[src/rtl/dogc_pkg.sv]
// Shared types and codes for the degree-ordered greedy coloring block.
`timescale 1ns / 1ps

package dogc_pkg;

  // Operation codes carried by the func field
  localparam logic [1:0] FN_ADD   = 2'd0;
  localparam logic [1:0] FN_COLOR = 2'd1;
  localparam logic [1:0] FN_CLEAR = 2'd2;

  typedef enum logic [3:0] {
    ST_IDLE,
    ST_E_B,
    ST_E_WA,
    ST_E_WB,
    ST_DEG_RD,
    ST_DEG_SUM,
    ST_DEG_WR,
    ST_SRT_RD,
    ST_SRT_CMP,
    ST_COL_INIT,
    ST_COL_ORD,
    ST_COL_V,
    ST_COL_CHK,
    ST_EM_RD,
    ST_EM_LD
  } state_t;

  // Source of the adjacency read address
  typedef enum logic [1:0] {
    ADJ_SEL_IN,
    ADJ_SEL_B,
    ADJ_SEL_IDX,
    ADJ_SEL_ORD
  } adj_sel_t;

  typedef struct packed {
    adj_sel_t adj_sel;
    logic     latch_ab;
    logic     clr_graph;
    logic     start;
    logic     cap_rowa;
    logic     cap_rowb;
    logic     wr_rowa;
    logic     wr_rowb;
    logic     deg_sum;
    logic     deg_wr;
    logic     srt_cmp;
    logic     col_init;
    logic     col_skip;
    logic     col_chk;
    logic     em_load;
  } cmd_t;

  typedef struct packed {
    logic edge_ok;
    logic dup;
    logic idx_last;
    logic col_done;
    logic v_colored;
    logic srt_done;
    logic out_free;
  } status_t;

endpackage

[src/rtl/dogc_ctrl.sv]
// Controller state machine: sequences edge loads, degree count, sort, coloring passes and emission.
`timescale 1ns / 1ps

module dogc_ctrl (
  input  logic               clk,
  input  logic               rst,
  input  logic               in_valid,
  input  logic [1:0]         func,
  input  dogc_pkg::status_t  status,
  output logic               in_ready,
  output dogc_pkg::cmd_t     cmd
);
  import dogc_pkg::*;

  state_t state;
  state_t state_next;
  logic   accept;

  assign in_ready = (state == ST_IDLE);
  assign accept   = in_valid && in_ready;

  // Hold the state register
  always_ff @(posedge clk) begin
    if (rst) begin
      state <= ST_IDLE;
    end else begin
      state <= state_next;
    end
  end

  // Pick the next state
  always_comb begin
    state_next = state;
    unique case (state)
      ST_IDLE: begin
        if (accept) begin
          case (func)
            FN_ADD:   state_next = status.edge_ok ? ST_E_B : ST_IDLE;
            FN_COLOR: state_next = ST_DEG_RD;
            default:  state_next = ST_IDLE;
          endcase
        end
      end
      ST_E_B:      state_next = ST_E_WA;
      ST_E_WA:     state_next = status.dup ? ST_IDLE : ST_E_WB;
      ST_E_WB:     state_next = ST_IDLE;
      ST_DEG_RD:   state_next = ST_DEG_SUM;
      ST_DEG_SUM:  state_next = ST_DEG_WR;
      ST_DEG_WR:   state_next = status.idx_last ? ST_SRT_RD : ST_DEG_RD;
      ST_SRT_RD:   state_next = ST_SRT_CMP;
      ST_SRT_CMP:  state_next = status.srt_done ? ST_COL_INIT : ST_SRT_RD;
      ST_COL_INIT: state_next = ST_COL_ORD;
      ST_COL_ORD:  state_next = ST_COL_V;
      ST_COL_V: begin
        if (status.v_colored) begin
          state_next = (status.idx_last && status.col_done) ? ST_EM_RD : ST_COL_ORD;
        end else begin
          state_next = ST_COL_CHK;
        end
      end
      ST_COL_CHK:  state_next = (status.idx_last && status.col_done) ? ST_EM_RD : ST_COL_ORD;
      ST_EM_RD:    state_next = ST_EM_LD;
      ST_EM_LD: begin
        if (status.out_free) begin
          state_next = status.idx_last ? ST_IDLE : ST_EM_RD;
        end
      end
      default:     state_next = ST_IDLE;
    endcase
  end

  // Drive datapath commands
  always_comb begin
    cmd         = '0;
    cmd.adj_sel = ADJ_SEL_IN;
    unique case (state)
      ST_IDLE: begin
        cmd.latch_ab  = accept;
        cmd.clr_graph = accept && (func == FN_CLEAR);
        cmd.start     = accept && (func == FN_COLOR);
      end
      ST_E_B: begin
        cmd.adj_sel  = ADJ_SEL_B;
        cmd.cap_rowa = 1'b1;
      end
      ST_E_WA: begin
        cmd.cap_rowb = 1'b1;
        cmd.wr_rowa  = !status.dup;
      end
      ST_E_WB:     cmd.wr_rowb = 1'b1;
      ST_DEG_RD:   cmd.adj_sel = ADJ_SEL_IDX;
      ST_DEG_SUM:  cmd.deg_sum = 1'b1;
      ST_DEG_WR:   cmd.deg_wr = 1'b1;
      ST_SRT_RD:   cmd.srt_cmp = 1'b0;
      ST_SRT_CMP:  cmd.srt_cmp = 1'b1;
      ST_COL_INIT: cmd.col_init = 1'b1;
      ST_COL_ORD:  cmd.col_init = 1'b0;
      ST_COL_V: begin
        cmd.adj_sel  = ADJ_SEL_ORD;
        cmd.col_skip = status.v_colored;
      end
      ST_COL_CHK:  cmd.col_chk = 1'b1;
      ST_EM_RD:    cmd.em_load = 1'b0;
      ST_EM_LD:    cmd.em_load = status.out_free;
      default:     cmd.em_load = 1'b0;
    endcase
  end

endmodule

[config.mk]
export PLATFORM = sky130hd
export DESIGN_NAME = dogc_ctrl
export DESIGN_NICKNAME = d
export VERILOG_FILES = /design/src/rtl/dogc_pkg.sv /design/src/rtl/dogc_ctrl.sv
export SDC_FILE = /design/constraint.sdc
export NUM_CORES = 1
export LEC_CHECK = 0
export BUFFER_PORTS_ARGS = -buffer_cell sky130_fd_sc_hd__clkbuf_2
export CORE_ASPECT_RATIO = 1.1
export CORE_MARGIN = 2
export CORE_UTILIZATION = 35
export CTS_BUF_LIST = sky130_fd_sc_hd__clkbuf_16
export DETAILED_ROUTE_END_ITERATION = 12
export PLACE_DENSITY = 0.74
export SYNTH_ARGS = -nofsm -noshare
export SYNTH_HDL_FRONTEND = slang
export SYNTH_SLANG_ARGS = --single-unit
[constraint.sdc]
create_clock -name clk -period 3.6 [get_ports clk]
set_input_delay 0.36 -clock clk [delete_from_list [all_inputs] [get_ports clk]]
set_output_delay 0.36 -clock clk [all_outputs]
set_load 0.01 [all_outputs]
==> run summary, run 1 <==
The number of global-route vias before repair is 679. The net load switching power came out at 0.0746 mW. CTS built an H-tree with a depth of 1.

The path with the worst hold slack has its endpoint at state[2]. The insertion delay of the later-clocked pin in the worst-skew pair came out at 0.22 ns. The clock arrives with 0.00219 ns of skew. The part of the cycle the worst path needs came out at 56.6%. CTS placed an instance of clkbuf_16 at the clock tree root. The DRC marker count from the first detailed-route iteration came out at 16. The weighted congestion reported at the end of routability-driven placement came out at 0.824.

The startpoint identified for the worst register-to-register timing path is state[3]. The flow ran to the end, and the final reports show no timing, DRC or antenna violations. The worst min-delay path category is in2reg. In this run, distinct cell masters in the synthesized netlist total 40. The final cell count without fillers came out at 130. The number of routed nets with antenna violations is 0. The required time reported for the critical path endpoint came out at 3.24 ns. The wire length per cell is 13.4 µm.

The initial core utilization is 36.3%. The launch point of the critical path is state[0]. The post-synthesis area per instance is 7.27 µm².

The wire length of the first global-routing pass came out at 2910 µm. The share of total power dissipated in combinational logic is 21.4%. The clock net in this run drives a total of 4 sinks. Setup repair after global routing left no endpoint under its margin. The share of post-route cells with drive strength above 1 came out at 39.3%. The cell area that synthesis handed to floorplanning was 626 µm². The number of buffers created by CTS is 3.

At the pin with the least slew margin, the transition time is 0.720 ns. For this design the top-level I/O count stands at 29. The site row count is 16. The share of power burned in the clock network came out at 58.8%. The largest driver fanout on the critical path came out at 18. The overall power of the completed layout came out at 0.292 mW.

The floorplan step defined a die boundary enclosing 0.00214 mm². The portion of total power attributed to sequential cells came out at 19.9%. For the worst flop-to-flop path, the logic depth is 4. The flip-flop count of the largest register after layout is 4.

The number of synthesized register bits is 4. The worst setup path is captured at an output port. The core region is 0.00172 mm². The maximum ir drop on the vdd rail is 0.256 mV. The portion of the post-synthesis area used by sequential elements is 12.8%.

The cell count of the worst hold path is 2. The first detailed-routing pass ran for 4 iterations. Setup total negative slack on the finished layout was measured at 0 ns. The number of instances in the placed design is 127.

The reported leakage power is 0.366 nW. The floorplan die width came out at 44.3 µm. The number of gates given a new drive strength after cts is 0. In the routed layout, each cell is associated on average with a via count of 5.71. The worst hold path begins at rst. The height of the chip is 48.3 µm. The worst setup path is of the reg2out kind.

The arrival time of the worst setup path is 1.68 ns. In this run the critical register-to-register path is captured at state[3]. Net switching is 25.5% of the power. The register bank with the most flops is state. The total wire length after detailed routing is 1740 µm. The count of mapped cells out of synthesis came out at 86.

The power density normalized to cell area is 356 mW/mm². The internal power component came out at 0.218 mW. TritonCTS built the clock tree. The via total after detailed routing is 742.

The final-report hold violation count is 0. The post-route worst hold slack is 0.379 ns. During synthesis, Yosys emitted a total of 0 warnings. The number of antenna violations at the first check in global routing is 0.

The minimum clock period is 2.04 ns. The startpoint type of the worst setup path is a flop. The hold buffer count at CTS came out at 0.

The final layout contains 126 nets. The half-perimeter wire length of the detailed placement result came out at 1330 µm. The remaining design rule violation count is 0.

Across all register-to-register paths, the minimum setup slack is 1.78 ns. Derived from the worst setup path, the maximum achievable clock frequency is 491 MHz. The maximum clock path buffer count came out at 2. The pin count of the biggest net entering global routing came out at 19. The relative slew slack is 51.9%. Global routing consumed, over all layers together, 17.2% of the routing resources.

The total nets after synthesis is 98. The final count of negative-setup-slack endpoints is 0. The count of pins over their slew limit came out at 0.

In the final layout, the registers with the most flip-flops are state: 4 flops. The post-CTS setup buffer count is 0. The synthesis-to-finish area growth came out at 31.2%.

After clock tree synthesis, the clock-pin slew on the worst setup and hold paths is 0.03 ns. Summed over all layers, the global routing overflow is 0. The number of max-cap violations is 0. The count of buffers from port buffering is 28. The number of antenna cells inserted came out at 0.
## worst max-delay path: stages (launching register included)
cell,delay [ns]
dfxtp_1,0.51
nor4_4,0.43
nand2_1,0.14
nor3b_1,0.20
clkbuf_2,0.16
## synth_stat cells, drive strengths merged
library cell | n | area (µm²)
a211oi | 1 | 12.5
a21oi | 5 | 25.0
a221oi | 1 | 15.0
a311oi | 2 | 23.8
a31o | 1 | 8.76
a31oi | 1 | 6.26
a41oi | 1 | 8.76
and3 | 1 | 6.26
buf | 4 | 35.0
clkbuf | 1 | 7.51
dfxtp | 4 | 80.1
inv | 6 | 22.5
nand2 | 10 | 47.6
nand2b | 7 | 48.8
nand3 | 4 | 20.0
nand4 | 1 | 6.26
nor2 | 9 | 33.8
nor2b | 1 | 6.26
nor3 | 4 | 31.3
nor3b | 5 | 37.5
nor4 | 2 | 27.5
o21a | 1 | 7.51
o21ai | 5 | 25.0
o21bai | 1 | 7.51
o311ai | 1 | 16.3
o32ai | 1 | 16.3
o41ai | 1 | 8.76
or2 | 2 | 12.5
or3 | 2 | 12.5
xor2 | 1 | 8.76
## per-stage QoR
stage / setup slack (ns) / cell area (µm²) / util (%)
final: 1.56 / 821 / 47.7
after global routing: 1.39 / 821 / 47.7
after CTS: 1.57 / 821 / 47.7
after detailed placement: 1.80 / 746 / 43.3
after global placement: 1.84 / 746 / 43.3
after floorplan: 1.97 / 626 / -
## layer usage
metal | GRT usage, % | share of wire [%] | vias to the layer above
met5 | 0 | 0 | -
met4 | 5.56 | 0.46 | 0
met1 | 22.0 | 45 | 349
li1 | - | - | 365
met2 | 27.7 | 49 | 26
met3 | 4.48 | 5.3 | 2
## power by group through the flow
stage	sequential, mW	combinational, mW	clock (mW)
3_3_place_gp	0.0581	0.0610	0
2_1_floorplan	0.0506	0.0493	0
6_report	0.0580	0.0625	0.172
5_1_grt	0.0594	0.0689	0.177
4_1_cts	0.0578	0.0626	0.174
3_5_place_dp	0.0584	0.0623	0
## cells by family after synthesis
logic type      count (synthesis)  share of synthesized area (%)
compound gates                 22                           29.0
xor+xnor                        1                           1.40
buf+inv                        11                           10.4
flops                           4                           12.8
simple gates                   48                           46.4
## cell type report
class | instances | area [µm²]
Multi-Input combinational cell | 71 | 480
Fill cell | 173 | 901
Inverter | 6 | 22.5
Timing Repair Buffer | 28 | 140
Tap cell | 18 | 22.5
Sequential cell | 4 | 80.1
Clock buffer | 3 | 75.1
## cell usage in the layout, fill, tap and decap left out, types with 2 or more instances in the layout
cell type / Yosys / layout
a21oi_1: 5 / 5
clkbuf_16: 0 / 3
clkbuf_2: 0 / 28
dfxtp_1: 4 / 4
inv_1: 5 / 5
nand2_1: 8 / 8
nand2b_1: 5 / 5
nand2b_2: 2 / 2
nand3_1: 4 / 4
nor2_1: 9 / 9
nor3_1: 3 / 3
nor3b_1: 5 / 5
o21ai_0: 4 / 4
or2_1: 2 / 2
or3_1: 2 / 2
## worst max-delay path by stage
stage	to	slack (ns)
2_1_floorplan	cmd[12]	1.97
3_3_place_gp	state[3]	1.84
3_5_place_dp	cmd[11]	1.80
4_1_cts	cmd[11]	1.57
5_1_grt	cmd[12]	1.39
6_report	cmd[12]	1.56
No activity file was read; power rests on OpenSTA's default activity.
==> inputs of run 2 (changes only) <==
==> constraint.sdc (replaced) <==
create_clock -name clk -period 2.1 [get_ports clk]
set_input_delay 0.21 -clock clk [delete_from_list [all_inputs] [get_ports clk]]
set_output_delay 0.21 -clock clk [all_outputs]
set_load 0.01 [all_outputs]
==> run summary, run 2 (synthesis results as in run 1) <==
The flow ran to the end, and the final reports show no timing, DRC or antenna violations. Together, buffers and inverters on the worst path number 1. Summed over all cells, the static leakage comes to 0.366 nW. The net count reported at finish is 126. The wire length per cell is 11.9 µm. Timing would allow up to 532 MHz. Cells with a size suffix above 1 make up 39.3% of the layout. The arrival time of the worst setup path came out at 1.67 ns. The required time reported for the critical path endpoint is 1.89 ns. Setup violations remaining at the end of the flow were counted as 0. The slowest library cell on the worst path is dfxtp_1. The floorplan die width came out at 44.3 µm. The DRC marker count from the first detailed-route iteration came out at 12. The initial core utilization is 36.3%.

Compared with the post-synthesis result, the final layout area differs by 31.2%. Buffers inserted during clock tree synthesis total 3. In this run the remaining antenna-violating nets after routing total 0. Post-CTS repair changed the size of 0 cells. Max-cap violations in this run came to 0. The wire length of the first global-routing pass is 2710 µm.

The setup path with the least slack is of type reg2out. The final cell count without fillers came out at 130. The number of levels in the clock H-tree is 1. After routing the design area is 821 µm².

Fill cells in the final layout number 189. Once placement finished, the instance area stood at 746 µm². Counting flops per register, the top entry is state.

The overall fraction of global-route tracks in use came out at 15.9%. For this design the ratio of total power to cell area is 599 mW/mm². After clock tree synthesis, the setup repair step added 0 buffers. The die is 48.3 µm tall.

STA classifies the critical path endpoint as an output port. The number of antenna violations at the first check in global routing was 0. The maximum clock path buffer count came out at 2.

The average via count per standard cell came out at 5.50. The relative slew slack came out at 54.1%. The site row count is 16. The startpoint type of the worst setup path is a flop. Before antenna repair, the detailed router went through 4 iterations. Along the worst path, the maximum fanout reaches 18.

The flip-flop count of the largest register after layout came out at 4. The final-report hold violation count came to 0. The count of buffers from port buffering is 28. Leaving out fill and tap cells, the most frequent cells in the layout are clkbuf_2, nor2_1, nand2_1. The number of antenna cells inserted came out at 0. The routed layout has 715 vias. Setup repair after global routing left no endpoint under its margin.

The path class of the tightest hold or removal check is in2reg. The worst path in the final design needs a cycle of 1.88 ns, including I/O delays and setup. The count of pins over their slew limit came to 0. The actual transition at the worst max-transition pin came out at 0.687 ns. The library cell used most frequently in the layout, excluding fill and tap cells, is clkbuf_2.

The total wire length after detailed routing came out at 1540 µm. The largest single stage delay on the critical path is 0.50 ns. After global routing the overflow that remains totals 0. For this design, the sink count on the clock tree is 4. The total core area came out at 0.00172 mm². The clock tree skew after final layout is 0.00225 ns. The clock input transition at the sequential cells of the worst setup and hold paths is 0.03 ns.

The pin count of the biggest net entering global routing is 19. Grouping stages by cell kind, the critical path spends the most delay in simple AND/OR/NAND/NOR gates. The total I/O pin count is 29. After legalization and detailed placement, the total HPWL measured 1210 µm. The insertion delay of the later-clocked pin in the worst-skew pair is 0.22 ns. The setup total negative slack came out at 0 ns. In the final layout, the registers with the most flip-flops are state: 4 flops.

The critical path goes through nor4_4 -> nand2_1 -> nor3b_1 -> clkbuf_2. TritonCTS built the clock tree. Routability-driven placement finished with a final weighted congestion of 0.830. The number of instances in the placed design is 127. For this design, the CTS-stage hold fixing added 0 buffers. The worst-case IR drop observed on VDD is 0.421 mV. The remaining design rule violation count came out at 0.

The part of the cycle the worst path needs came out at 89.6%. The number of global-route vias before repair is 638. The die footprint is 0.00214 mm².

In this run the clock root is driven by a clkbuf_16.
==> run 2: cell counts in the layout (fill, tap and decap cells not counted) <==
Identical to the previous run, type by type.
==> run 2: area by class of cell <==
class,instances,area [µm²],share of cell area [%]
flip-flops and latches,4,80.1,9.76
repair buffers,28,140,17.1
inverters,6,22.5,2.74
multi-input cells,71,480,58.5
well taps,18,22.5,2.74
clock buffers,3,75.1,9.15
==> run 2: worst paths after layout <==
kind              startpoint        to  slack, ns  cells after the start
setup / recovery    state[0]   cmd[11]       0.22                      4
hold / removal           rst  state[2]       0.23                      2
setup reg to reg    state[3]  state[3]       0.38                      4
hold reg to reg     state[1]  state[1]       0.83                      2
==> run 2: power by group <==
group	switching [mW]	internal (mW)	total (mW)	leakage [nW]
Sequential	0.0192	0.0805	0.0997	0.0325
Clock	0.0448	0.242	0.287	0.0370
Combinational	0.0549	0.0494	0.104	0.296
==> run 2: metrics by stage <==
step	worst slack, ns	hold slack [ns]	power, mW	util [%]
floorplan	0.620	0.276	0.171	-
global placement	0.447	0.449	0.205	43.3
detailed placement	0.382	0.450	0.206	43.3
CTS	0.206	0.226	0.498	47.7
global route	0.0370	0.242	0.518	47.7
finish	0.219	0.232	0.491	47.7
==> run 2: layer usage <==
| metal | up-vias | routed length [µm] | global-route usage, % |
|---|---|---|---|
| li1 | 367 | - | - |
| met1 | 314 | 666 | 21.1 |
| met2 | 34 | 716 | 27.2 |
| met3 | 0 | 161 | 4.10 |
| met4 | 0 | 0 | 0 |
| met5 | - | 0 | 0 |
==> inputs of run 3 (changes only) <==
--- a/config.mk
+++ b/config.mk
@@ -5,13 +5,13 @@
 export SDC_FILE = /design/constraint.sdc
 export NUM_CORES = 1
 export LEC_CHECK = 0
+export ABC_AREA = 1
 export BUFFER_PORTS_ARGS = -buffer_cell sky130_fd_sc_hd__clkbuf_2
-export CORE_ASPECT_RATIO = 1.1
 export CORE_MARGIN = 2
 export CORE_UTILIZATION = 35
 export CTS_BUF_LIST = sky130_fd_sc_hd__clkbuf_16
 export DETAILED_ROUTE_END_ITERATION = 12
-export PLACE_DENSITY = 0.74
+export PLACE_DENSITY = 0.7
 export SYNTH_ARGS = -nofsm -noshare
 export SYNTH_HDL_FRONTEND = slang
 export SYNTH_SLANG_ARGS = --single-unit
==> run summary, run 3 <==
The number of gates given a new drive strength after cts is 0. The top cell types in the final layout, fill and taps aside, are nand2_1, clkbuf_2, nor2_1. The synthesis-to-finish area growth came out at 43.2%.

After synthesis the netlist holds a flip-flop and latch count of 4. 29 I/O pins were placed. For this run, asynchronously set or reset flops after synthesis account for 0%.

The flip-flop count of the largest register after layout is 4. Ranked by flip-flop count, first place goes to state. In the post-synthesis netlist, the biggest area contributors are nand2_1, dfxtp_1, nor2_1, inv_1, nand3_1. The number of routed nets with antenna violations is 0. Measured along the y axis, the die boundary spans 43.4 µm.

After synthesis the cells add up to 544 µm². The congestion estimate from routability-driven global placement came to 0.804. The achievable clock frequency came out at 610 MHz.

Of the cells placed in the final design, the portion with a size suffix greater than 1 is 34.8%. The number of enable-type register cells in the synthesized netlist came out at 0. The average via count per standard cell came out at 4.62. The total area inside the core boundary comes to 0.00149 mm². In the final layout, flip-flops and latches occupy 80.1 µm². The number of instances in the placed design came out at 151. The number of global-route vias before repair came out at 587.

The post-synthesis area per instance is 5.09 µm². The reported leakage power is 0.504 nW. The setup total negative slack came out at 0 ns. Among all flip-flop cells after synthesis, the most frequent one is dfxtp_1. The clock input transition at the sequential cells of the worst setup and hold paths came out at 0.03 ns.

The wire length of the first global-routing pass is 2220 µm. The leftover overflow at the end of global routing came out at 0. The number of buffers created by CTS is 3. The first TritonRoute pass finished after 4 iterations. The maximum clock path buffer count is 2. The largest registers in the layout are state: 4 flops.

The count of buffers added on input and output ports is 28. The run finished with clean final reports. The portion of the post-synthesis area used by sequential elements came out at 14.7%.

The initial core utilization came out at 36.6%. The slowest stage of the critical path is the dfxtp_1 cell. The site row count is 14.

In this design, the largest share of critical-path delay is due to simple AND/OR/NAND/NOR gates. At the pin with the least slew margin, the transition time is 0.323 ns. The critical path is of the reg2out type. The insertion delay of the later-clocked pin in the worst-skew pair came out at 0.22 ns. The largest driver fanout on the critical path is 7. The CTS tree is built.

Synthesis handed over a netlist of 107 instances. The number of antenna violations at the first check in global routing came out at 0. The final-report hold violation count came out at 0.

The worst setup path is launched from a flop. On the final layout, the worst clock skew is 0.000400 ns. The total nets after synthesis came out at 119. In this run the worst hold path is classified as in2reg. The area fraction of the dominant cell type after synthesis is 20.0%. The endpoint type of the worst setup path is an output port. The floorplan die width came out at 43.4 µm. Of all cell types, the one taking the most synthesized area is nand2_1. The arrival time of the worst setup path is 1.43 ns. The final cell count without fillers is 154. Yosys printed 0 warnings. The net count reported at finish is 152. The power density normalized to cell area is 586 mW/mm². CTS built an H-tree with a depth of 1.

After clock tree synthesis, the flow added hold-fix buffers numbering 0. The number of filler cells placed in the layout came out at 158. The total clock sinks came out at 4. The final route contains 711 vias. The final count of negative-setup-slack endpoints came out at 0. The overall fraction of global-route tracks in use came out at 15.1%. The delay of the slowest cell on the worst path came out at 0.39 ns.

Setup repair after global routing left no endpoint under its margin. The count of pins over their slew limit was 0. Entering global routing, the biggest net connects 8 pins. The DRC marker count from the first detailed-route iteration came out at 20.

The wire length per cell came out at 8.77 µm. The number of antenna cells inserted is 0. The most numerous cell on the critical path is nand2_1.

The count of different cell masters after synthesis came out at 18. The signal on the critical path passes through nor2_4 -> nand2_1 -> inv_1 -> nand2_1 -> nor3_1 -> clkbuf_2. The number of max-cap violations is 0. The minimum clock period came out at 1.64 ns. The required time reported for the critical path endpoint came out at 1.89 ns. nand2_1 is the most common cell in the netlist. The remaining design rule violation count is 0.

The part of the cycle the worst path needs came out at 78.1%. The number of setup buffers added after CTS is 0. The die footprint came out at 0.00189 mm².

The footprint of the multi-input gates is 377 µm². IR analysis of the VDD net gives a maximum drop of 0.765 mV. Leaving out fill and tap cells, the most frequent cell in the layout is nand2_1. The half-perimeter wire length of the detailed placement result is 1180 µm. By count the netlist is led by nand2_1, nor2_1, inv_1. The tree is rooted in a clkbuf_16. The critical path buffer and inverter count came out at 2.

The relative slew slack came out at 78.4%. The total wire length after detailed routing came out at 1350 µm.
==> run 3: cell type report <==
cell class / count / area share (%)
Timing Repair Buffer: 28 / 18.0
Inverter: 23 / 11.2
Multi-Input combinational cell: 80 / 48.3
Tap cell: 16 / 2.57
Sequential cell: 4 / 10.3
Clock buffer: 3 / 9.63
==> run 3: routing by layer <==
metal  part of all wire [%]  up-vias  global-route usage (%)  wire (µm)
met5                      0        -                       0          0
met4                      0        0                    4.24          0
met3                    2.5        0                    3.33         34
met2                     50        8                    26.0        681
met1                     47      314                    19.0        633
li1                       -      389                       -          -
==> run 3: where the power goes <==
group          internal (mW)  total, mW  switching [mW]
Sequential            0.0795     0.0848         0.00525
Clock                  0.243      0.289          0.0460
Combinational         0.0315     0.0835          0.0520
Total                  0.354      0.457           0.103
==> run 3: logic make-up (layout without fill, tap and decap cells) <==
| kind of cell | after synthesis | after routing | synth area share (%) |
|---|---|---|---|
| AND/OR/NAND/NOR | 69 | 69 | 57.0 |
| buffers and inverters | 23 | 54 | 16.1 |
| AO/OA/AOI/OAI | 11 | 11 | 12.2 |
| flip-flops | 4 | 4 | 14.7 |
==> run 3: path summary, 6_finish.rpt <==
kind                                  to      from  cells after the start  slack [ns]
worst max-delay path             cmd[11]  state[0]                      6        0.46
worst min-delay path            state[3]       rst                      2        0.19
worst max register to register  state[0]  state[0]                      8        0.84
worst min register to register  state[3]  state[1]                      4        0.76
==> run 3: metrics by stage <==
step / total power [mW] / setup slack, ns / hold slack [ns] / instance area [µm²] / utilization [%]
2_1_floorplan: 0.138 / 0.733 / 0.279 / 544 / -
3_3_place_gp: 0.169 / 0.725 / 0.416 / 704 / 47.3
3_5_place_dp: 0.170 / 0.667 / 0.421 / 704 / 47.3
4_1_cts: 0.460 / 0.439 / 0.196 / 779 / 52.4
5_1_grt: 0.480 / 0.335 / 0.207 / 779 / 52.4
6_report: 0.457 / 0.460 / 0.195 / 779 / 52.4
